$ cat src/rtl/core/sobel_edge_magnitude_rgb_top_defines.svh
// ----------------------------------------------------------------------------
// sobel edge magnitude assertion macros
// shared assertion helpers for the sobel core, clocked on clock, held off in reset
// ----------------------------------------------------------------------------
`ifndef SOBEL_EDGE_MAGNITUDE_RGB_TOP_DEFINES_SVH
`define SOBEL_EDGE_MAGNITUDE_RGB_TOP_DEFINES_SVH

// property must hold at every edge outside reset
`define SOBEL_ASSERT(label, prop, msg) \
   label: assert property (@(posedge clock) disable iff (reset) prop) \
      else $error(msg);

// condition must never be seen outside reset
`define SOBEL_NEVER(label, cond, msg) \
   label: assert property (@(posedge clock) disable iff (reset) !(cond)) \
      else $error(msg);

`endif

$ cat src/rtl/core/sobel_pkg.sv
// ----------------------------------------------------------------------------
// sobel package
// shared widths, codes, kernel tables and helpers of the sobel edge core
// ----------------------------------------------------------------------------
`default_nettype none

package sobel_pkg;

   // default line store width
   localparam int MAX_WIDTH_DEF = 1024;
   localparam int HEIGHT_LIMIT  = 4096;

   // field and counter widths
   localparam int ROW_W     = 12;
   localparam int HGT_W     = 13;
   localparam int WREG_W    = 11;
   localparam int HREG_W    = 13;
   localparam int CH_W      = 8;
   localparam int PIX_W     = 24;
   localparam int SUM_W     = 11;
   localparam int ABS_W     = 10;
   localparam int SQ_W      = 2 * ABS_W;
   localparam int SSUM_W    = SQ_W + 1;
   localparam int ROOT_W    = 16;
   localparam int TAP_W     = 4;
   localparam int ITER_W    = 3;
   localparam int CSR_ADDR_W = 3;
   localparam int CSR_DATA_W = 32;
   localparam int QUEUE_DEPTH = 2;

   // reset values of the registers
   localparam logic [WREG_W-1:0] WIDTH_RST  = 11'd640;
   localparam logic [HREG_W-1:0] HEIGHT_RST = 13'd480;

   // magnitude limits: above this sum of squares the rounded root exceeds 255
   localparam logic [SSUM_W-1:0] SAT_LIMIT  = 21'd65280;
   localparam logic [CH_W-1:0]   CH_MAX     = 8'd255;
   localparam logic [ROOT_W-1:0] ROOT_START = 16'h4000;
   localparam logic [ITER_W-1:0] ITER_LAST  = 3'd7;
   localparam logic [TAP_W-1:0]  TAP_END    = 4'd9;

   // item kinds
   typedef enum logic {
      REQ_PIXEL = 1'b0,
      REQ_FLUSH = 1'b1
   } req_kind_type;

   // register indexes
   typedef enum logic {
      REG_WIDTH  = 1'b0,
      REG_HEIGHT = 1'b1
   } reg_index_type;

   // kernel taps in raster order over the 3x3 window
   localparam logic signed [2:0] GX_TAB [9] = '{
      -3'sd1, 3'sd0, 3'sd1,
      -3'sd2, 3'sd0, 3'sd2,
      -3'sd1, 3'sd0, 3'sd1
   };
   localparam logic signed [2:0] GY_TAB [9] = '{
      -3'sd1, -3'sd2, -3'sd1,
       3'sd0,  3'sd0,  3'sd0,
       3'sd1,  3'sd2,  3'sd1
   };

   // flow status seen by the front end
   typedef struct packed {
      logic q_full;
      logic q_empty;
      logic back_busy;
   } flow_type;

   // one pixel channel times a kernel weight
   function automatic logic signed [SUM_W-1:0] sobel_term(
      input logic [CH_W-1:0]   v,
      input logic signed [2:0] k
   );
      logic signed [SUM_W-1:0] sv;
      logic signed [SUM_W-1:0] term;
      sv = $signed({{(SUM_W-CH_W){1'b0}}, v});
      unique case (k)
         3'sd1:   term = sv;
         -3'sd1:  term = -sv;
         3'sd2:   term = sv <<< 1;
         -3'sd2:  term = -(sv <<< 1);
         default: term = '0;
      endcase
      return term;
   endfunction

endpackage

`default_nettype wire

$ cat src/rtl/core/sobel_queue.sv
// ----------------------------------------------------------------------------
// sobel job queue
// two-entry fifo of output jobs between the front end and the compute back end
// ----------------------------------------------------------------------------
`default_nettype none

module sobel_queue #(
   parameter int DATA_W = 1
) (
   input  logic              clock,
   input  logic              reset,
   input  logic              push,
   input  logic [DATA_W-1:0] push_data,
   input  logic              pop,
   output logic [DATA_W-1:0] pop_data,
   output logic              full,
   output logic              empty
);
   import sobel_pkg::*;

   localparam int PTR_W = $clog2(QUEUE_DEPTH);
   localparam int CNT_W = $clog2(QUEUE_DEPTH + 1);

   logic [DATA_W-1:0] slot_ff [QUEUE_DEPTH];
   logic [PTR_W-1:0]  wr_ptr_ff;
   logic [PTR_W-1:0]  rd_ptr_ff;
   logic [CNT_W-1:0]  count_ff;

   assign full     = (count_ff == CNT_W'(QUEUE_DEPTH));
   assign empty    = (count_ff == '0);
   assign pop_data = slot_ff[rd_ptr_ff];

   // storage
   always_ff @(posedge clock) begin
      if (push) begin
         slot_ff[wr_ptr_ff] <= push_data;
      end
   end

   // pointers and fill level
   always_ff @(posedge clock) begin
      if (reset) begin
         wr_ptr_ff <= '0;
         rd_ptr_ff <= '0;
         count_ff  <= '0;
      end else begin
         if (push) begin
            wr_ptr_ff <= wr_ptr_ff + PTR_W'(1);
         end
         if (pop) begin
            rd_ptr_ff <= rd_ptr_ff + PTR_W'(1);
         end
         if (push && !pop) begin
            count_ff <= count_ff + CNT_W'(1);
         end else if (pop && !push) begin
            count_ff <= count_ff - CNT_W'(1);
         end
      end
   end

endmodule

`default_nettype wire

$ cat config.mk
export PLATFORM = sky130hd
export DESIGN_NAME = sobel_queue
export DESIGN_NICKNAME = d
export VERILOG_FILES = /design/src/rtl/core/sobel_edge_magnitude_rgb_top_defines.svh /design/src/rtl/core/sobel_pkg.sv /design/src/rtl/core/sobel_queue.sv
export SDC_FILE = /design/constraint.sdc
export NUM_CORES = 1
export LEC_CHECK = 0
export BUFFER_PORTS_ARGS = -buffer_cell sky130_fd_sc_hd__buf_2
export CORE_AREA = 3 3 40 42
export CTS_CLUSTER_DIAMETER = 80
export CTS_CLUSTER_SIZE = 12
export DETAILED_ROUTE_END_ITERATION = 8
export DIE_AREA = 0 0 43 45
export PLACE_DENSITY = 0.4
export REMOVE_ABC_BUFFERS = 1
export SETUP_SLACK_MARGIN = 0.15
export SYNTH_ARGS = -nofsm -noshare
export SYNTH_HDL_FRONTEND = slang
export SYNTH_SLANG_ARGS = --single-unit
export TNS_END_PERCENT = 100
$ cat constraint.sdc
create_clock -name clock -period 3.1 [get_ports clock]
set_input_delay 0.465 -clock clock [delete_from_list [all_inputs] [get_ports clock]]
set_output_delay 0.465 -clock clock [all_outputs]
set_load 0.02 [all_outputs]
Yosys cells after proc, flatten, opt, wreduce, memory -nomap -nowiden

Memory sizes are Yosys's and may differ from the RTL's. A register that Yosys moved wholly into a read port is not among the register bits.
Cells that the tools add are included.

Register bits: 4
RAM bits: 2
Input port bits: 5
Output and inout bits: 3
Word-level logic and storage cells: 21
Memories: 1

Add/subtract/negate cells: 4
Eq/ne operators: 1
Multiplexer cells: 6
Reduce and logical (&&, ||, !) cells: 6

Memory list:

| memory  | words | width | read ports | clocked after Yosys merged registers in | write ports | line              | RTL |
|---|---|---|---|---|---|---|---|
| slot_ff | 2     | 1     | 1          | 1                                       | 1           | sobel_queue.sv:24 | `logic [DATA_W-1:0] slot_ff [QUEUE_DEPTH];` |

Operator list:

| operator              | count |
|---|---|
| $mux W1               | 4 |
| $mux W2               | 2 |
| $add A1 B1 Y1 const B | 2 |
| $add A2 B1 Y2 const B | 1 |
| $eq A2 B2 Y1 const B  | 1 |
| $logic_and A1 B1 Y1   | 2 |
| $logic_not A1 Y1      | 2 |
| $logic_not A2 Y1      | 1 |
| $reduce_bool A2 Y1    | 1 |
| $sub A2 B1 Y2 const B | 1 |

Logic depth before layout (Yosys ltp)

Gate-level depths: netlist of the first run.

Word-level depth: 4
Gate-level depth with buffers: 5
Mapped depth without buffers: 5

Worst setup path before layout of the first run

Ideal clock, no wire load.

Kind: input-to-reg
Start point: input port pop
End point: register count_ff[1]
Library setup time: 70 ps
Arrival time: 1239 ps
Required time: 3030 ps
Slack: 1791 ps
Cell stages on the path: 4
Path buffers: 0
Cell sequence: inv_1 > ha_1 > or3_1 > a21oi_1

Word-level cells in the longest chain between the ends: 3
Elaborated cells on any way between the ends: 5
Those cells by class: 1 x mux; 4 x reduce/logical

Ends and longest elaborated chain:

| element                                       | line              | RTL |
|---|---|---|
| from (decl)                                   | sobel_queue.sv:14 | `input logic pop,` |
| $logic_not A1 Y1                              | sobel_queue.sv:53 | `if (push && !pop) begin` |
| $logic_and A1 B1 Y1                           | sobel_queue.sv:53 |  |
| $mux W2 or $reduce_bool A2 Y1 (tied branches) | --                |  |
| to (signal assigned)                          | sobel_queue.sv:54 | `count_ff <= count_ff + CNT_W'(1);` |
| to (signal assigned)                          | sobel_queue.sv:56 | `count_ff <= count_ff - CNT_W'(1);` |
| to (decl)                                     | sobel_queue.sv:27 | `logic [CNT_W-1:0] count_ff;` |

Several ways; a longest one is shown, not always the timed one.
A chain may end at the register's enable or synchronous reset.

==> flow_summary.yaml, run 1 <==
pwr:
  clkPwrFrac_pct: 35.4
  irDropWorstVdd_v: 0.000154
  seqPwrFrac_pct: 47.1
  p_switching_mw: 0.0625
  power_frac_comb_pct: 17.5
  power_density_mw_per_mm2: 655
  power.leakage_nw: 0.160
  p_sw_share_pct: 26.6
  intPower_mw: 0.173
route:
  ant_nets: 0
  drc: 0
  wl_per_cell_um: 8.98
  viasPerCell: 3.98
  drt-initial-drc-count: 4
  drt-pass1-iter-count: 3
  routed_wl_um: 458
  num_vias: 203
synth:
  yosysSeqAreaShare_pct: 57.4
  ys_types: 14
  synth-main-ff-cell: "dfxtp_1"
  synth_edf_count: 2
  syn_area_um2: 279
  synth_area_leaders: "dfxtp_1, edfxtp_1, nor2_1"
  synthArstFlopShare_pct: 0
  syn-instance-count: 25
  yosys_warnings: 0
  synth_top_area_cell: "dfxtp_1"
  ys_seq_elements: 7
  yosysTopAreaCellShare_pct: 35.9
  avgSynthCellArea_um2: 11.2
sta:
  slew_headroom_pct: 87.9
  worst_pin_slew_ps: 179
  fin_tns_setup_ps: 0
  period_needed_ps: 1500
  rsz0062_at_grt: "no"
  worst_clock_skew_ps: 0.105
  period_share_pct: 48.5
  max_freq_mhz: 666
  slew_viol_final: 0
  hold_viol: 0
  setup_viol: 0
grt:
  grt_use_met1_pct: 5.62
  antenna_found_initial: 0
  grt_pass1_wl_um: 703
  grt_busiest_layer: "met2"
  grt_use_met2_pct: 7.49
  grt_pass1_vias: 203
  grt.overflow.total: 0
  grt_max_degree: 6
  grt_use_total_pct: 5.27
  gr-usage-met3_pct: 2.39
critical_path:
  crit_slowest_cell: "mux2_2"
  worstSetupStartpointType: "flip-flop"
  arrival_ps: 1040
  criticalPathCategory: "flip-flop to output pin"
  crit_chain: "mux2_2 > buf_2"
  worstSetupEndpointType: "output pin"
  critPathMaxFanout: 1
  required_ps: 2630
  critPathMaxStageDelay_ps: 320
placed_design:
  dp_hpwl_um: 360
  place_congestion: 0.674
  io_buffers: 7
  place_area_um2: 333
clock_network:
  cts_sinks: 7
  post_cts_buffers: 0
  worstSkewPairLatency_ps: 250
  postCtsHoldBufs: 0
  cts_buffer_depth: 2
  cts_tree: "done"
  cts_max_level: 1
  ctsResizeCount: 0
  numCtsBuffers: 3
  clkTransAtPathRegs_ps: 50
  cts-root-buf: "clkbuf_4"
die:
  die_x_um: 43
  start_util_pct: 21.7
  fp.dieArea_mm2: 0.00194
  core_area_mm2: 0.00128
  io_pins: 8
  rows: 13
  die_height_um: 45
layout:
  nFillCells: 149
  design_area_um2: 359
  mostFrequentLayoutCell: "buf_2"
  multiInputGateArea_um2: 115
  seqCellArea_um2: 160
  area_delta_synth_final_pct: 28.7
  final_cell_mix: "buf_2, nor2_1, dfxtp_1"
  drive_above_1_share_pct: 33.3
  antenna_cells: 0
  nets: 43
job:
  drv_cap: 0
worst_hold_path:
  hold_class: "input port to flip-flop"
outcome:
  status: "completed"
[cells in the mapped netlist (all sizes together), types with 2 or more instances]
master and n:
xor2 2, xnor2 2, nor2 5, edfxtp 2, dfxtp 5
[metrics by stage]
| step | hold slack [ps] | std cells | utilization, % | setup WS (ps) | total power, mW |
|---|---|---|---|---|---|
| finish | 405 | 51 | 27.9 | 1600 | 0.235 |
| global route | 397 | 51 | 27.9 | 1550 | 0.250 |
| CTS | 399 | 51 | 27.9 | 1590 | 0.239 |
| detailed placement | 505 | 47 | 25.9 | 1620 | 0.154 |
| global placement | 479 | 47 | 25.9 | 1640 | 0.153 |
| floorplan | 461 | 25 | - | 1790 | 0.141 |
[path summary, 6_finish.rpt]
kind	startpoint	endpoint	slack, ps	cells past startpoint
worst max register to register	count_ff[0]	count_ff[1]	2080	3
worst max-delay path	flip-flop	pop_data	1600	2
worst min register to register	count_ff[1]	count_ff[1]	520	2
worst min-delay path	push_data	slot_ff[1]	410	1
[layer usage]
layer	vias to the layer above	wire length (um)
met5	-	0
met4	0	14
met3	2	34
met2	7	203
met1	90	205
li1	104	-
[cell type report]
| cell class | instances | area share (%) |
|---|---|---|
| clock buffer | 4 | 7.32 |
| tap | 15 | 5.23 |
| timing repair buffer | 7 | 9.76 |
| multi-input combinational | 17 | 32.1 |
| inverter | 1 | 1.05 |
| sequential | 7 | 44.6 |
[cells by family after synthesis]
family / Yosys count / synth area share (%)
AO/OA/AOI/OAI: 2 / 3.58
XOR/XNOR: 4 / 12.6
adder cells (fa/ha/maj): 1 / 4.48
buffers and inverters: 1 / 1.34
flip-flops: 7 / 57.4
multiplexers: 1 / 4.04
AND/OR/NAND/NOR: 9 / 16.6
[worst max-delay path: cells and delay by family (launching register included)]
kind	cells	cell delay (ps)
muxes	1	320
DFF	1	310
buffers and inverters	1	160
[power by group through the flow]
stage	Combinational, mW	Clock (mW)	Sequential, mW
after global placement	0.0410	0	0.112
final	0.0412	0.0832	0.111
after floorplan	0.0294	0	0.111
after CTS	0.0417	0.0860	0.111
after detailed placement	0.0414	0	0.113
after global routing	0.0453	0.0924	0.112
No activity file was read; power rests on OpenSTA's default activity.
==> run 2: changes to the inputs <==
- PLACE_DENSITY: 0.4 -> 0.41
- clock period: 3.1 -> 1.3 ns (I/O delays scaled with it)
==> run 2 against run 1 <==
Non-clock buffer count rose by 2; sequential share of layout area fell by 3.2 points; global-route usage rose by 0.60 points; register-to-register slack got worse by 1900 ps; combinational power rose to 3.1 times the previous value; largest cell class unchanged; routed wire length rose by 2.4%; critical path depth did not move; via count rose by 3.9%; setup slack got worse by 1500 ps.
==> flow_summary.yaml, run 2 (synthesis gave the netlist of run 1 again) <==
job:
  drv_cap: 0
sta:
  slew_headroom_pct: 88.4
  setup_viol: 0
  hold_viol: 0
  fin_tns_setup_ps: 0
  rsz0062_at_grt: "yes"
  worst_pin_slew_ps: 173
  max_freq_mhz: 837
  fin_hold_ws_ps: 136
  slew_viol_final: 0
  period_needed_ps: 1190
  period_share_pct: 91.9
  worst_clock_skew_ps: 0.126
pwr:
  total_power_mw: 0.585
  irDropWorstVdd_v: 0.000398
  power_density_mw_per_mm2: 1490
  power.leakage_nw: 0.178
route:
  num_vias: 211
  drt-pass1-iter-count: 2
  viasPerCell: 3.98
  ant_nets: 0
  drc: 0
  wl_per_cell_um: 8.85
  drt-initial-drc-count: 2
  routed_wl_um: 469
worst_hold_path:
  min_path_cells: 1
  hold_class: "input port to flip-flop"
die:
  core_area_mm2: 0.00128
  fp.dieArea_mm2: 0.00194
  io_pins: 8
  start_util_pct: 21.7
  rows: 13
  die_x_um: 43
  die_height_um: 45
critical_path:
  ff2ff_setup_slack_ps: 190
  crit_chain: "mux2_4 > buf_6"
  crit_slowest_cell: "edfxtp_1"
  critPathMaxStageDelay_ps: 350
  worstSetupStartpointType: "flip-flop"
  critPathMaxFanout: 1
  criticalPathCategory: "flip-flop to output pin"
  cp_top_family: "flip-flops"
  reg2reg_depth: 4
  worstSetupEndpointType: "output pin"
  arrival_ps: 1000
  required_ps: 1110
  crit_cells: 2
  crit_buf_inv: 1
clock_network:
  cts_sinks: 7
  worstSkewPairLatency_ps: 240
  cts_buffer_depth: 2
  cts-root-buf: "clkbuf_4"
  numCtsBuffers: 3
  cts_tree: "done"
  clkTransAtPathRegs_ps: 50
  cts_max_level: 1
layout:
  nets: 45
  nFillCells: 144
  final_cell_mix: "nor2_1, buf_2, clkbuf_4, dfxtp_1"
  final_util_pct: 30.6
  area_delta_synth_final_pct: 40.8
  multiInputGateArea_um2: 119
  seqCellArea_um2: 163
  antenna_cells: 0
  drive_above_1_share_pct: 42.1
  final-instance-count-excl-fill: 53
placed_design:
  io_buffers: 7
  dp.cells: 47
  dp_hpwl_um: 364
  place_congestion: 0.730
grt:
  antenna_found_initial: 0
  grt.overflow.total: 0
  grt_pass1_wl_um: 772
  grt_max_degree: 6
  grt_use_total_pct: 5.87
  grt_pass1_vias: 206
outcome:
  status: "completed"
## run 2: cell count changes in the layout (fill, tap and decap cells not counted), sizes merged
| cell | previous run | this run |
|---|---|---|
| buf | 7 | 9 |
## run 2: worst paths after layout
| kind | start | to |
|---|---|---|
| hold reg to reg | rd_ptr_ff | rd_ptr_ff |
| setup / recovery | slot_ff[0] | pop_data |
| hold / removal | push_data | slot_ff[1] |
| setup reg to reg | count_ff[0] | count_ff[1] |
## run 2: final cells by class
type / instances / share of cell area, %
Sequential cell: 7 / 41.4
Tap cell: 15 / 4.78
Clock buffer: 4 / 6.69
Inverter: 1 / 0.955
Multi-Input combinational cell: 17 / 30.3
Timing Repair Buffer: 9 / 15.9
## run 2: per-stage QoR
step           setup slack (ps)  area, um^2
2_1_floorplan               261         279
3_3_place_gp                111         333
3_5_place_dp               76.1         333
4_1_cts                    89.7         385
5_1_grt                    78.4         393
6_report                    105         393
## run 2: per-layer routing
metal | vias up | GRT usage, % | routed length, um
met4 | 0 | 7.23 | 0
li1 | 108 | - | -
met2 | 3 | 8.98 | 263
met1 | 100 | 5.42 | 177
met5 | - | 0 | 0
met3 | 0 | 2.39 | 28
## run 2: power breakdown
group	total, mW	switching [mW]	internal, mW	leakage [nW]
registers	0.264	0.0137	0.250	0.0609
logic	0.128	0.0602	0.0682	0.102
clock network	0.193	0.0759	0.117	0.0150
## run 2: repair_timing
action,CTS,global route
hold buffers,0,0
hold endpoints to repair,0,0
endpoints found under the setup margin,2,3
setup buffers,2,0
gates resized for setup,4,3
pin swaps,0,1
==> run 3: changes to the inputs <==
- PLACE_DENSITY: 0.41 -> 0.4
- clock period: 1.3 -> 1.2 ns (I/O delays scaled with it)
==> run 3 against run 2 <==
Via count is 4.7% lower; first-iteration DRC count is 50% higher; combinational power is 20% higher; setup slack worse by 94 ps; clock skew is 1.1 ps higher; register-to-register slack worse by 60 ps; non-clock buffer count is 1 higher; cell count is 1.9% higher; flip-flop and latch count stayed put; power is 11% higher; largest cell class unchanged.
==> flow_summary.yaml, run 3 (synthesis gave the netlist of run 1 again) <==
outcome:
  status: "completed"
critical_path:
  worstSetupEndpointType: "output pin"
  crit_slowest_cell: "edfxtp_1"
  criticalPathCategory: "flip-flop to output pin"
  crit_chain: "mux2_4 > buf_6"
  required_ps: 1020
  crit_buf_inv: 1
  cp_top_family: "flip-flops"
  critPathMaxStageDelay_ps: 360
  arrival_ps: 1010
  worstSetupStartpointType: "flip-flop"
  critPathMaxFanout: 1
die:
  die_x_um: 43
  fp.dieArea_mm2: 0.00194
  die_height_um: 45
  rows: 13
  io_pins: 8
  start_util_pct: 21.7
  core_area_mm2: 0.00128
worst_hold_path:
  hold_class: "input port to flip-flop"
clock_network:
  worstSkewPairLatency_ps: 250
  cts_max_level: 1
  clkTransAtPathRegs_ps: 50
  cts-root-buf: "clkbuf_4"
  postCtsHoldBufs: 0
  cts_buffer_depth: 2
  numCtsBuffers: 3
  cts_tree: "done"
  cts_sinks: 7
grt:
  grt_use_total_pct: 6.43
  grt_pass1_vias: 202
  antenna_found_initial: 0
  grt_pass1_wl_um: 821
  grt_max_degree: 6
  grt.overflow.total: 0
sta:
  max_freq_mhz: 841
  setup_viol: 0
  rsz0062_at_grt: "yes"
  period_needed_ps: 1190
  worst_pin_slew_ps: 170
  slew_headroom_pct: 88.6
  worst_clock_skew_ps: 1.26
  worst_slack_ps: 11.2
  period_share_pct: 99.1
  slew_viol_final: 0
  hold_viol: 0
pwr:
  power.leakage_nw: 0.185
  irDropWorstVdd_v: 0.000546
  power_density_mw_per_mm2: 1570
  total_power_mw: 0.651
layout:
  antenna_cells: 0
  nets: 46
  final_cell_mix: "nor2_1, dfxtp_1, buf_2"
  design_area_um2: 415
  drive_above_1_share_pct: 46.2
  area_delta_synth_final_pct: 48.9
placed_design:
  io_buffers: 7
  dp_hpwl_um: 341
  pre_cts_ws_ps: 27.4
  place_congestion: 0.606
  place_area_um2: 340
route:
  routed_wl_um: 461
  num_vias: 201
  drc: 0
  drt-pass1-iter-count: 2
  viasPerCell: 3.72
  wl_per_cell_um: 8.54
  ant_nets: 0
  drt-initial-drc-count: 3
job:
  drv_cap: 0
-- run 3: cell count changes in the layout (fill, tap and decap cells not counted) --
| cell | previous run | this run |
|---|---|---|
| xor2_1 | 2 | 1 |
| buf_2 | 5 | 4 |
| dfxtp_2 | 2 | 1 |
| buf_4 | 2 | 3 |
| xor2_2 | 0 | 1 |
| nor2_2 | 0 | 1 |
| dfxtp_1 | 3 | 4 |
| nor2_1 | 5 | 4 |
| buf_6 | 2 | 3 |
-- run 3: final cells by class --
cell class                 count  area [um^2]
inverter                       1         3.75
clock buffer                   4         26.3
multi-input combinational     17          129
fill                         137          870
tap                           15         18.8
timing repair buffer          10         76.3
sequential                     7          161
-- run 3: per-layer routing --
metal | vias up | GRT usage [%] | part of all wire, %
met4 | 0 | 5.42 | 0
met2 | 7 | 8.38 | 48
li1 | 108 | - | -
met5 | - | 0 | 0
met3 | 0 | 4.78 | 9.1
met1 | 86 | 6.81 | 42
-- run 3: what timing repair did --
action,4_1_cts,5_1_grt
pin swaps,2,4
setup endpoints to repair,2,4
resized for setup,7,3
buffers inserted,1,1
-- run 3: metrics by stage --
stage	std cells	utilization [%]	setup TNS, ps	hold WS (ps)
final	54	32.3	0	128
after global routing	54	32.3	-29.8	121
after CTS	53	30.8	-6.95	121
after detailed placement	48	26.5	0	382
after global placement	48	26.5	0	374
after floorplan	25	-	0	249
-- run 3: power breakdown --
part | switching [mW] | internal [mW] | total (mW) | leakage, nW
clock network | 0.0833 | 0.127 | 0.210 | 0.0150
registers | 0.0164 | 0.271 | 0.287 | 0.0606
logic | 0.0671 | 0.0870 | 0.154 | 0.109
-- run 3: worst paths after layout --
kind,startpoint,slack (ps),cells after the start,endpoint
setup / recovery,slot_ff[0],10,2,pop_data
hold reg to reg,count_ff[1],510,2,count_ff[1]
hold / removal,push_data,130,1,slot_ff[1]
setup reg to reg,count_ff[0],130,4,count_ff[1]
