## src/rtl/core/sobel_edge_magnitude_rgb_top_defines.svh

```systemverilog
// ----------------------------------------------------------------------------
// sobel edge magnitude assertion macros
// shared assertion helpers for the sobel core, clocked on clock, held off in reset
// ----------------------------------------------------------------------------
`ifndef SOBEL_EDGE_MAGNITUDE_RGB_TOP_DEFINES_SVH
`define SOBEL_EDGE_MAGNITUDE_RGB_TOP_DEFINES_SVH

// property must hold at every edge outside reset
`define SOBEL_ASSERT(label, prop, msg) \
   label: assert property (@(posedge clock) disable iff (reset) prop) \
      else $error(msg);

// condition must never be seen outside reset
`define SOBEL_NEVER(label, cond, msg) \
   label: assert property (@(posedge clock) disable iff (reset) !(cond)) \
      else $error(msg);

`endif

```

## src/rtl/core/sobel_pkg.sv

```systemverilog
// ----------------------------------------------------------------------------
// sobel package
// shared widths, codes, kernel tables and helpers of the sobel edge core
// ----------------------------------------------------------------------------
`default_nettype none

package sobel_pkg;

   // default line store width
   localparam int MAX_WIDTH_DEF = 1024;
   localparam int HEIGHT_LIMIT  = 4096;

   // field and counter widths
   localparam int ROW_W     = 12;
   localparam int HGT_W     = 13;
   localparam int WREG_W    = 11;
   localparam int HREG_W    = 13;
   localparam int CH_W      = 8;
   localparam int PIX_W     = 24;
   localparam int SUM_W     = 11;
   localparam int ABS_W     = 10;
   localparam int SQ_W      = 2 * ABS_W;
   localparam int SSUM_W    = SQ_W + 1;
   localparam int ROOT_W    = 16;
   localparam int TAP_W     = 4;
   localparam int ITER_W    = 3;
   localparam int CSR_ADDR_W = 3;
   localparam int CSR_DATA_W = 32;
   localparam int QUEUE_DEPTH = 2;

   // reset values of the registers
   localparam logic [WREG_W-1:0] WIDTH_RST  = 11'd640;
   localparam logic [HREG_W-1:0] HEIGHT_RST = 13'd480;

   // magnitude limits: above this sum of squares the rounded root exceeds 255
   localparam logic [SSUM_W-1:0] SAT_LIMIT  = 21'd65280;
   localparam logic [CH_W-1:0]   CH_MAX     = 8'd255;
   localparam logic [ROOT_W-1:0] ROOT_START = 16'h4000;
   localparam logic [ITER_W-1:0] ITER_LAST  = 3'd7;
   localparam logic [TAP_W-1:0]  TAP_END    = 4'd9;

   // item kinds
   typedef enum logic {
      REQ_PIXEL = 1'b0,
      REQ_FLUSH = 1'b1
   } req_kind_type;

   // register indexes
   typedef enum logic {
      REG_WIDTH  = 1'b0,
      REG_HEIGHT = 1'b1
   } reg_index_type;

   // kernel taps in raster order over the 3x3 window
   localparam logic signed [2:0] GX_TAB [9] = '{
      -3'sd1, 3'sd0, 3'sd1,
      -3'sd2, 3'sd0, 3'sd2,
      -3'sd1, 3'sd0, 3'sd1
   };
   localparam logic signed [2:0] GY_TAB [9] = '{
      -3'sd1, -3'sd2, -3'sd1,
       3'sd0,  3'sd0,  3'sd0,
       3'sd1,  3'sd2,  3'sd1
   };

   // flow status seen by the front end
   typedef struct packed {
      logic q_full;
      logic q_empty;
      logic back_busy;
   } flow_type;

   // one pixel channel times a kernel weight
   function automatic logic signed [SUM_W-1:0] sobel_term(
      input logic [CH_W-1:0]   v,
      input logic signed [2:0] k
   );
      logic signed [SUM_W-1:0] sv;
      logic signed [SUM_W-1:0] term;
      sv = $signed({{(SUM_W-CH_W){1'b0}}, v});
      unique case (k)
         3'sd1:   term = sv;
         -3'sd1:  term = -sv;
         3'sd2:   term = sv <<< 1;
         -3'sd2:  term = -(sv <<< 1);
         default: term = '0;
      endcase
      return term;
   endfunction

endpackage

`default_nettype wire

```

## src/rtl/core/sobel_front.sv

```systemverilog
// ----------------------------------------------------------------------------
// sobel front end
// accepts pixels and flush items, tracks frame position, writes the line
// store and queues one output job per released output
// ----------------------------------------------------------------------------
`default_nettype none

module sobel_front #(
   parameter int MAX_WIDTH = sobel_pkg::MAX_WIDTH_DEF,
   localparam int COL_W = $clog2(MAX_WIDTH > 1 ? MAX_WIDTH : 2),
   localparam int WID_W = COL_W + 1,
   localparam int JOB_W = sobel_pkg::ROW_W + COL_W + 1
) (
   input  logic                       clock,
   input  logic                       reset,
   input  logic                       restart,
   input  logic [WID_W-1:0]           width,
   input  logic [sobel_pkg::HGT_W-1:0] height,
   input  logic                       req_valid,
   output logic                       req_ready,
   input  logic                       req_type,
   input  logic [sobel_pkg::CH_W-1:0] req_red_in,
   input  logic [sobel_pkg::CH_W-1:0] req_green_in,
   input  logic [sobel_pkg::CH_W-1:0] req_blue_in,
   input  sobel_pkg::flow_type        flow,
   output logic                       push,
   output logic [JOB_W-1:0]           push_data,
   output logic                       wr_en,
   output logic [COL_W+1:0]           wr_addr,
   output logic [sobel_pkg::PIX_W-1:0] wr_data
);
   import sobel_pkg::*;

   localparam int CNT_W = WID_W + 1;

   logic [COL_W-1:0] in_col_ff, in_col_in;
   logic [ROW_W-1:0] in_row_ff, in_row_in;
   logic [COL_W-1:0] out_col_ff, out_col_in;
   logic [ROW_W-1:0] out_row_ff, out_row_in;
   logic [CNT_W-1:0] lag_ff, lag_in;
   logic             drain_ff, drain_in;
   logic             accept;
   logic             out_col_end, out_row_end;
   logic             in_col_end, in_row_end;
   logic             release_out;
   logic             job_last;

   // pixels wait for an idle back end so the line store is never overwritten
   assign req_ready = !flow.q_full &&
                      ((req_type == REQ_FLUSH) || (flow.q_empty && !flow.back_busy));
   assign accept    = req_valid && req_ready;

   // frame position compares
   assign out_col_end = ({1'b0, out_col_ff} == (width - WID_W'(1)));
   assign out_row_end = ({1'b0, out_row_ff} == (height - HGT_W'(1)));
   assign in_col_end  = ({1'b0, in_col_ff} == (width - WID_W'(1)));
   assign in_row_end  = ({1'b0, in_row_ff} == (height - HGT_W'(1)));
   assign release_out = (lag_ff >= (CNT_W'(width) + CNT_W'(1)));

   // line store write and job payload
   assign wr_addr   = {in_row_ff[1:0], in_col_ff};
   assign wr_data   = {req_red_in, req_green_in, req_blue_in};
   assign push_data = {out_row_ff, out_col_ff, job_last};

   // next frame position
   always_comb begin
      in_col_in  = in_col_ff;
      in_row_in  = in_row_ff;
      out_col_in = out_col_ff;
      out_row_in = out_row_ff;
      lag_in     = lag_ff;
      drain_in   = drain_ff;
      push       = 1'b0;
      job_last   = 1'b0;
      wr_en      = 1'b0;
      if (restart) begin
         in_col_in  = '0;
         in_row_in  = '0;
         out_col_in = '0;
         out_row_in = '0;
         lag_in     = '0;
         drain_in   = 1'b0;
      end else if (accept) begin
         if (req_type == REQ_FLUSH) begin
            if (drain_ff) begin
               push     = 1'b1;
               job_last = out_col_end && out_row_end;
               if (job_last) begin
                  in_col_in  = '0;
                  in_row_in  = '0;
                  out_col_in = '0;
                  out_row_in = '0;
                  lag_in     = '0;
                  drain_in   = 1'b0;
               end else if (out_col_end) begin
                  out_col_in = '0;
                  out_row_in = out_row_ff + ROW_W'(1);
               end else begin
                  out_col_in = out_col_ff + COL_W'(1);
               end
            end
         end else if (!drain_ff) begin
            wr_en = 1'b1;
            // output trailing by one row plus one pixel is now complete
            if (release_out) begin
               push = 1'b1;
               if (out_col_end) begin
                  out_col_in = '0;
                  out_row_in = out_row_ff + ROW_W'(1);
               end else begin
                  out_col_in = out_col_ff + COL_W'(1);
               end
            end else begin
               lag_in = lag_ff + CNT_W'(1);
            end
            if (in_col_end && in_row_end) begin
               drain_in = 1'b1;
            end else if (in_col_end) begin
               in_col_in = '0;
               in_row_in = in_row_ff + ROW_W'(1);
            end else begin
               in_col_in = in_col_ff + COL_W'(1);
            end
         end
      end
   end

   // position registers
   always_ff @(posedge clock) begin
      if (reset) begin
         in_col_ff  <= '0;
         in_row_ff  <= '0;
         out_col_ff <= '0;
         out_row_ff <= '0;
         lag_ff     <= '0;
         drain_ff   <= 1'b0;
      end else begin
         in_col_ff  <= in_col_in;
         in_row_ff  <= in_row_in;
         out_col_ff <= out_col_in;
         out_row_ff <= out_row_in;
         lag_ff     <= lag_in;
         drain_ff   <= drain_in;
      end
   end

endmodule

`default_nettype wire

```

## config.mk

```make
export PLATFORM = sky130hd
export DESIGN_NAME = sobel_front
export DESIGN_NICKNAME = d
export VERILOG_FILES = /design/src/rtl/core/sobel_edge_magnitude_rgb_top_defines.svh /design/src/rtl/core/sobel_pkg.sv /design/src/rtl/core/sobel_front.sv
export SDC_FILE = /design/constraint.sdc
export NUM_CORES = 1
export LEC_CHECK = 0
export BUFFER_PORTS_ARGS = -buffer_cell sky130_fd_sc_hd__clkbuf_2
export CAP_MARGIN = 40
export CORE_AREA = 2 2 148 150
export DETAILED_ROUTE_END_ITERATION = 8
export DIE_AREA = 0 0 150 152
export SETUP_SLACK_MARGIN = 0.1
export SLEW_MARGIN = 20
export SYNTH_ARGS = -nofsm -noshare
export SYNTH_HDL_FRONTEND = slang
export SYNTH_SLANG_ARGS = --single-unit
```

## constraint.sdc

```tcl
create_clock -name clock -period 3.9 [get_ports clock]
set_input_delay 0.195 -clock clock [delete_from_list [all_inputs] [get_ports clock]]
set_output_delay 0.195 -clock clock [all_outputs]
set_load 0.03 [all_outputs]
```

Yosys cells after proc, flatten, opt, wreduce, memory -nomap -nowiden
Cells that the tools add are included.
{"block": "totals", "ff_bits": 57, "output_inout_bits": 62, "inputBits": 56}
{"block": "classes", "n_addsub": 8, "reduce_logical": 15, "muxes": 46, "eq_ne": 9, "magnitude_cmp": 1}
{"op": "two-way mux 12 bit", "n": 15}
{"op": "two-way mux 10 bit", "n": 12}
{"op": "adder 12 x 1 -> 12 bit (second input constant)", "n": 3}
{"op": "equality test 12 x 13 -> 1 bit", "n": 2}
{"op": "equality test 10 x 11 -> 1 bit", "n": 2}
{"op": "adder 10 x 1 -> 10 bit (second input constant)", "n": 2}
{"op": "two-way mux 1 bit", "n": 19}
{"op": "subtractor 13 x 1 -> 13 bit (second input constant)", "n": 1}
{"op": "adder 11 x 1 -> 12 bit (second input constant)", "n": 1}
{"op": ">= comparator 12 bit", "n": 1}
{"op": "subtractor 11 x 1 -> 11 bit (second input constant)", "n": 1}
{"op": "AND reduction 5 bit", "n": 2}
{"op": "!= test 2 bit (second input constant)", "n": 3}
{"op": "AND reduction 6 bit", "n": 1}
{"op": "logical AND 1 bit", "n": 5}
{"op": "!= test 2 x 1 -> 1 bit (second input constant)", "n": 2}
{"op": "AND reduction 4 bit", "n": 1}
{"op": "nonzero test 2 bit", "n": 2}
{"op": "zero test 1 bit", "n": 2}
{"op": "OR reduction 2 bit", "n": 1}
{"op": "logical OR 1 bit", "n": 1}

Logic depth before layout (Yosys ltp)
Gate-level depths: netlist of run 1.
{"block": "logic_depth", "ltp_word": 7, "mapped_depth": 18}

Worst setup path after synthesis of run 1
No wires, ideal clock.
{"block": "synth_timing", "kind": "input -> register", "startpoint": "in width[3]", "endpoint": "reg lag_ff[1]", "setup_ns": 0.128, "arrival_time_ns": 3.437, "required_time_ns": 3.772, "n_path_buf": 4, "stages": 18, "setup_slack_ns": 0.335, "cell_sequence": "clkbuf_1 clkbuf_1 and3_1 and2_1 and3_1 nand2_1 xor2_1 ha_1 and4_1 o2111ai_1 o21ai_0 o21ai_0 nor3b_1 a31oi_1 clkbuf_1 buf_2 mux2i_1 nor2_1"}
{"block": "synth_between", "elab_chain_len": 5}
{"element": "start: declaration", "line": "sobel_front.sv:17", "source": "input logic [WID_W-1:0] width,"}
{"element": "parallel branches: the longest is 4 deep, another holds adder 11 x 1 -> 12 bit"}
{"element": "AND reduction 5 bit (no source line) *"}
{"element": "end signal: assignment", "line": "sobel_front.sv:142", "source": "lag_ff <= lag_in;"}
{"element": "end: declaration", "line": "sobel_front.sv:40", "source": "logic [CNT_W-1:0] lag_ff, lag_in;"}
Mark *: on every way between the ends.
A chain may end at the register's enable or synchronous reset.

Final worst setup path of run 1
{"block": "layout_timing", "startpoint": "in width[0]", "endpoint": "out push_data[0]"}
{"block": "layout_between", "elab_chain_len": 7}
{"element": "subtractor 11 x 1 -> 11 bit", "line": "sobel_front.sv:54", "source": "assign out_col_end = ({1'b0, out_col_ff} == (width - WID_W'(1)));"}
{"element": "equality test 10 x 11 -> 1 bit", "line": "sobel_front.sv:54"}
{"element": "logical AND 1 bit", "line": "sobel_front.sv:87", "source": "job_last = out_col_end && out_row_end;"}
{"element": "two-way mux 1 bit", "line": "sobel_front.sv:85", "source": "if (drain_ff) begin"}
{"element": "two-way mux 1 bit", "line": "sobel_front.sv:84", "source": "if (req_type == REQ_FLUSH) begin"}
{"element": "two-way mux 1 bit", "line": "sobel_front.sv:83", "source": "end else if (accept) begin"}
{"element": "two-way mux 1 bit", "line": "sobel_front.sv:76", "source": "if (restart) begin"}
{"element": "end: declaration", "line": "sobel_front.sv:27", "source": "output logic [JOB_W-1:0] push_data,"}
Every way passes these cells.

==> results of run 1 <==
==> per-layer routing <==
layer | track usage [%] | wire, um | vias up
met4 | 3.41 | 193 | 0
met5 | 0 | 0 | -
met3 | 2.58 | 816 | 16
met1 | 18.6 | 7460 | 2434
met2 | 21.1 | 7030 | 156
li1 | - | - | 2586
==> power by group through the flow <==
stage	Combinational (W)	Sequential [W]	Clock, W
final	0.000213	0.000584	0.000802
after global routing	0.000234	0.000583	0.000843
after CTS	0.000210	0.000583	0.000817
after detailed placement	0.000209	0.000596	0
after global placement	0.000209	0.000596	0
after floorplan	0.000188	0.000596	0
==> path summary, 6_finish.rpt <==
| path | to | depth (start not counted) | slack (ps) |
|---|---|---|---|
| worst min-delay path | drain_ff$_SDFFE_PP0P_ | 3 | 330 |
| worst max-delay path | push_data[0] | 10 | 300 |
| worst min register to register | in_row_ff[6]$_SDFFE_PP0P_ | 2 | 500 |
| worst max register to register | lag_ff[7]$_SDFFE_PP0P_ | 11 | 600 |
==> area by class of cell <==
type | count | area, um2 | share of cell area [%]
tap | 280 | 350 | 5.85
timing repair buffer | 89 | 508 | 8.48
clock buffer | 12 | 256 | 4.28
clock inverter | 3 | 40.0 | 0.668
sequential | 57 | 1140 | 19.1
inverter | 25 | 93.8 | 1.57
multi-input combinational | 539 | 3600 | 60.1
==> sequential cells by signal, indices dropped and copies added (netlist names) <==
name	flops
in_row_ff	12
out_row_ff	12
out_col_ff	10
lag_ff	12
in_col_ff	10
drain_ff	1
==> worst min-delay path, cell delays in order <==
cell,delay [ps]
clkbuf_2,100
or2_2,250
nor2_1,70
==> layout by cell type (no fill, tap or decap), types with 22 or more instances in the layout <==
master and instances:
a21oi_1 25, clkbuf_2 69, dfxtp_1 57, ha_1 22
inv_1 25, nand2_1 51, nand3_1 33, nor2_1 62
o21ai_0 28, xnor2_1 37, xor2_1 27
==> stage by stage <==
step / utilization (%) / total power, W
2_1_floorplan: - / 0.000784
3_3_place_gp: 26.6 / 0.000805
3_5_place_dp: 26.6 / 0.000805
4_1_cts: 28.0 / 0.00161
5_1_grt: 28.1 / 0.00166
6_report: 28.1 / 0.00160
==> cells by family (layout without fill, tap and decap cells) <==
logic type	count (synthesis)	after routing
AO/OA/AOI/OAI	133	133
XOR/XNOR	68	68
adder cells (fa/ha/maj)	22	22
buffers and inverters	96	129
flip-flops	57	57
multiplexers	13	13
AND/OR/NAND/NOR	303	303
==> flow_summary.json, run 1 <==
{
  "status": "finished clean",
  "worstSetupStartpointType": "primary input",
  "hold_class": "in2reg",
  "pre_cts_slack_ps": 84.5,
  "syn_avg_cell_area_um2": 7.54,
  "gp_congestion": 0.909,
  "grt_setup_unrepaired": "no",
  "final_area_mm2": 0.00599,
  "path_class": "in2out",
  "cts_tree": "done",
  "drtAntennaViolNets": 0,
  "diodes": 0,
  "synth_enable_flop_cells": 0,
  "combPwrFrac_pct": 13.3,
  "antenna_found_initial": 0,
  "fp.coreArea_mm2": 0.0214,
  "syn_inst": 692,
  "finalCritPeriodShare_pct": 92.3,
  "die_area_mm2": 0.0228,
  "hold_viol_final": 0,
  "cts_resized": 0,
  "ys_async_sr_fraction_pct": 0,
  "cts_hold_buffers": 0,
  "crit_chain": "clkbuf_2 -> inv_1 -> ha_1 -> or3b_2 -> o31a_1 -> a2111oi_0 -> nor4bb_1 -> nand4_1 -> nor4_1 -> clkbuf_2",
  "die_h_um": 152,
  "yosys.cell_count.top_type": "nor2_1",
  "nFillCells": 2381,
  "synth_top_family_by_area": "simple AND/OR/NAND/NOR gates",
  "cts_sinks": 57,
  "wirelength_um": 15500,
  "ys_seq_elements": 57,
  "synth_xor_area_share_pct": 12.5,
  "yosys.area_share.simple_pct": 31.2,
  "grt_overflow": 0,
  "min_period_ps": 3600,
  "seqPwrFrac_pct": 36.5,
  "fmax_mhz": 278,
  "syn-num-nets": 770,
  "hpwl_um": 11900,
  "nNetsFinal": 799,
  "ios": 118,
  "grt_pass1_vias": 4792,
  "drv_slew": 0,
  "yosysTopAreaCell": "dfxtp_1",
  "p_leak_nw": 2.18,
  "crit_start": "width[0]",
  "via_per_inst": 5.17,
  "clockPowerShare_pct": 50.2,
  "setup_violations": 0,
  "swShare_pct": 25.7,
  "vias": 5192,
  "rows": 54,
  "timing.rr.start": "lag_ff[0]$_SDFFE_PP0P_",
  "clock_latency_ps": 330,
  "post_drt_wl_per_cell_um": 15.4,
  "dp_cells": 989,
  "muxShareOfSynthArea_pct": 2.49,
  "crit_required_ps": 3700,
  "cts_made_buffers": 9,
  "area_delta_synth_final_pct": 14.8,
  "p_int_w": 0.00119,
  "slowest_delay_ps": 580,
  "post_cts_buffers": 0,
  "fin_tns_setup_ps": 0,
  "numPortBuffers": 69,
  "arrival_ps": 3400,
  "tightest_slew_ps": 837,
  "cp_max_fo": 9,
  "place_area_mm2": 0.00569,
  "slew_headroom_pct": 44.0,
  "yosysSeqAreaShare_pct": 21.9,
  "endpoint_kind": "output port",
  "synth-compound-area-share_pct": 17.6,
  "syn_area_mm2": 0.00522,
  "crit_family": "simple AND/OR/NAND/NOR gates",
  "synth_cell_types": 65,
  "worst_path_max_delay_cell": "or3b_2",
  "synthTopCellsByCount": "nor2_1 (62), dfxtp_1 (57), nand2_1 (51)",
  "yosys-top-cells-area": "dfxtp_1 (22%), xnor2_1 (6.2%), ha_1 (5.3%)",
  "hp-start": "reset",
  "drc": 0,
  "cp_common_cell": "clkbuf_2",
  "drtPass1Iterations": 4,
  "ys_warn_count": 0,
  "p_per_area_mw_per_mm2": 267,
  "cts-root-buf": "clkbuf_16",
  "peakVddDrop_mv": 0.163,
  "synthAdderAreaFrac_pct": 5.28,
  "grt_pass1_wl_um": 24900,
  "worst_clock_skew_ps": 5.74,
  "start_util_pct": 24.4,
  "layout_setup_ws_ps": 300,
  "fin_cells": 1005,
  "synth_top_area_share_pct": 21.9,
  "layout-drive-gt1-share_pct": 16.0,
  "grt_start_max_net_pins": 24,
  "path_clk_slew_ps": 50,
  "clockBufferDepth": 2,
  "dieWidth_um": 150,
  "synth_flop_cell": "dfxtp_1",
  "maxCapViolations": 0,
  "drtIter0Drc": 204,
  "worst-path-buf-inv": 3,
  "track_usage_pct": 13.4,
  "switchingPower_w": 0.000410,
  "holdWs_ps": 333,
  "htree_levels": 3
}
Note: power is estimated with default switching activity, not from simulation.
==> inputs of run 2 (changes only) <==
- MAX_ROUTING_LAYER: default -> met4
- PLACE_DENSITY_LB_ADDON: default -> 0.08
==> flow_summary.json, run 2 (same netlist as run 1, synthesis figures left out) <==
{
  "status": "finished clean",
  "via_per_inst": 5.17,
  "clockBufferDepth": 2,
  "clock_latency_ps": 340,
  "gp_congestion": 0.845,
  "fmax_mhz": 282,
  "path_class": "in2reg",
  "cp_max_fo": 23,
  "grt_pass1_vias": 5195,
  "cts_sinks": 57,
  "drtPass1Iterations": 5,
  "layout-drive-gt1-share_pct": 17.4,
  "final_cell_mix": "clkbuf_2 (69), nor2_1 (62), dfxtp_1 (57)",
  "p_leak_nw": 2.24,
  "tightest_slew_ps": 811,
  "min_period_ps": 3550,
  "finalCritPeriodShare_pct": 90.9,
  "post_drt_wl_per_cell_um": 17.5,
  "path_clk_slew_ps": 60,
  "reg_top3": "in_row_ff (12), lag_ff (12), out_row_ff (12)",
  "holdWs_ps": 353,
  "slowest_delay_ps": 690,
  "worst_clock_skew_ps": 9.18,
  "arrival_ps": 3820,
  "drtIter0Drc": 372,
  "hold_class": "in2reg",
  "numPortBuffers": 69,
  "maxCapViolations": 0,
  "drc": 0,
  "worst_path_max_delay_cell": "or4b_2",
  "area_delta_synth_final_pct": 16.7,
  "dieWidth_um": 150,
  "die_area_mm2": 0.0228,
  "ios": 118,
  "antenna_found_initial": 0,
  "vias": 5255,
  "nNetsFinal": 809,
  "endpoint_kind": "register",
  "cts_tree": "done",
  "final_area_mm2": 0.00609,
  "drv_slew": 0,
  "grt_overflow": 0,
  "grt_pass1_wl_um": 28400,
  "hold_viol_final": 0,
  "p_per_area_mw_per_mm2": 275,
  "slew_headroom_pct": 45.7,
  "diodes": 0,
  "layout_commonest_cell": "clkbuf_2",
  "crit_required_ps": 4170,
  "htree_levels": 3,
  "peakVddDrop_mv": 0.128,
  "place_area_mm2": 0.00577,
  "grt_setup_unrepaired": "no",
  "grt_start_max_net_pins": 24,
  "rows": 54,
  "drtAntennaViolNets": 0,
  "post_cts_buffers": 0,
  "hpwl_um": 14000,
  "worstSetupStartpointType": "primary input",
  "wirelength_um": 17800,
  "start_util_pct": 24.4,
  "cts-root-buf": "clkbuf_16",
  "fin_tns_setup_ps": 0,
  "die_h_um": 152,
  "cp_common_cell": "or4b_2",
  "setup_violations": 0,
  "crit_chain": "clkbuf_2 -> inv_1 -> ha_1 -> or4b_2 -> or4_1 -> xnor2_1 -> nor2_1 -> nor4bb_1 -> buf_4 -> a31oi_1 -> buf_12 -> or4b_2 -> a21oi_1",
  "cts_made_buffers": 9,
  "cts_hold_buffers": 0,
  "fp.coreArea_mm2": 0.0214,
  "track_usage_pct": 16.2,
  "cts_resized": 0
}
-- run 2: cell count changes in the layout (fill, tap and decap cells not counted) --
cell,delta
bufinv_16,+1
buf_4,+10
clkbuf_8,-2
clkbuf_1,-1
clkinv_4,+2
clkinvlp_4,+1
-- run 2: cell type report --
class	count	area [um2]
Fill cell	2393	15300
Multi-Input combinational cell	539	3600
Sequential cell	57	1140
Timing Repair Buffer	99	583
Tap cell	280	350
Clock buffer	9	225
Clock inverter	7	95.1
Inverter	25	93.8
-- run 2: worst paths after layout --
| check | startpoint | to | slack (ps) | cells after the start |
|---|---|---|---|---|
| min | reset | drain_ff$_SDFFE_PP0P_ | 350 | 3 |
| min reg2reg | in_row_ff[7]$_SDFFE_PP0P_ | in_row_ff[7]$_SDFFE_PP0P_ | 500 | 2 |
| max | height[1] | lag_ff[7]$_SDFFE_PP0P_ | 350 | 13 |
| max reg2reg | lag_ff[0]$_SDFFE_PP0P_ | lag_ff[7]$_SDFFE_PP0P_ | 640 | 11 |
-- run 2: metrics by stage --
step / utilization [%] / setup slack [ps] / total power (W) / cells
detailed placement: 27.0 / 33.8 / 0.000815 / 1000
global placement: 27.0 / 78.3 / 0.000816 / 999
finish: 28.5 / 354 / 0.00167 / 1016
floorplan: - / 335 / 0.000784 / 692
global route: 28.5 / 128 / 0.00175 / 1016
CTS: 28.5 / 392 / 0.00170 / 1016
-- run 2: critical path: cells and delay by family --
family / cells / cell delay, ps
and+or+nand+nor: 5 / 2340
AOI/OAI and AO/OA: 2 / 290
adders and majority gates: 1 / 180
xor gates and xnor gates: 1 / 180
buffers and inverters: 4 / 610
-- run 2: metal layers --
layer	GRT usage (%)	vias up	share of wire, %
li1	-	2597	-
met1	20.3	2494	46
met2	25.8	122	47
met3	2.52	42	4.2
met4	6.51	0	3.1
met5	-	-	0
-- run 2: power by group --
part / switching (W) / internal [W] / total [W]
combinational: 0.000136 / 0.0000841 / 0.000221
clock: 0.000309 / 0.000559 / 0.000868
sequential: 0.000000486 / 0.000583 / 0.000583
total: 0.000446 / 0.00123 / 0.00167
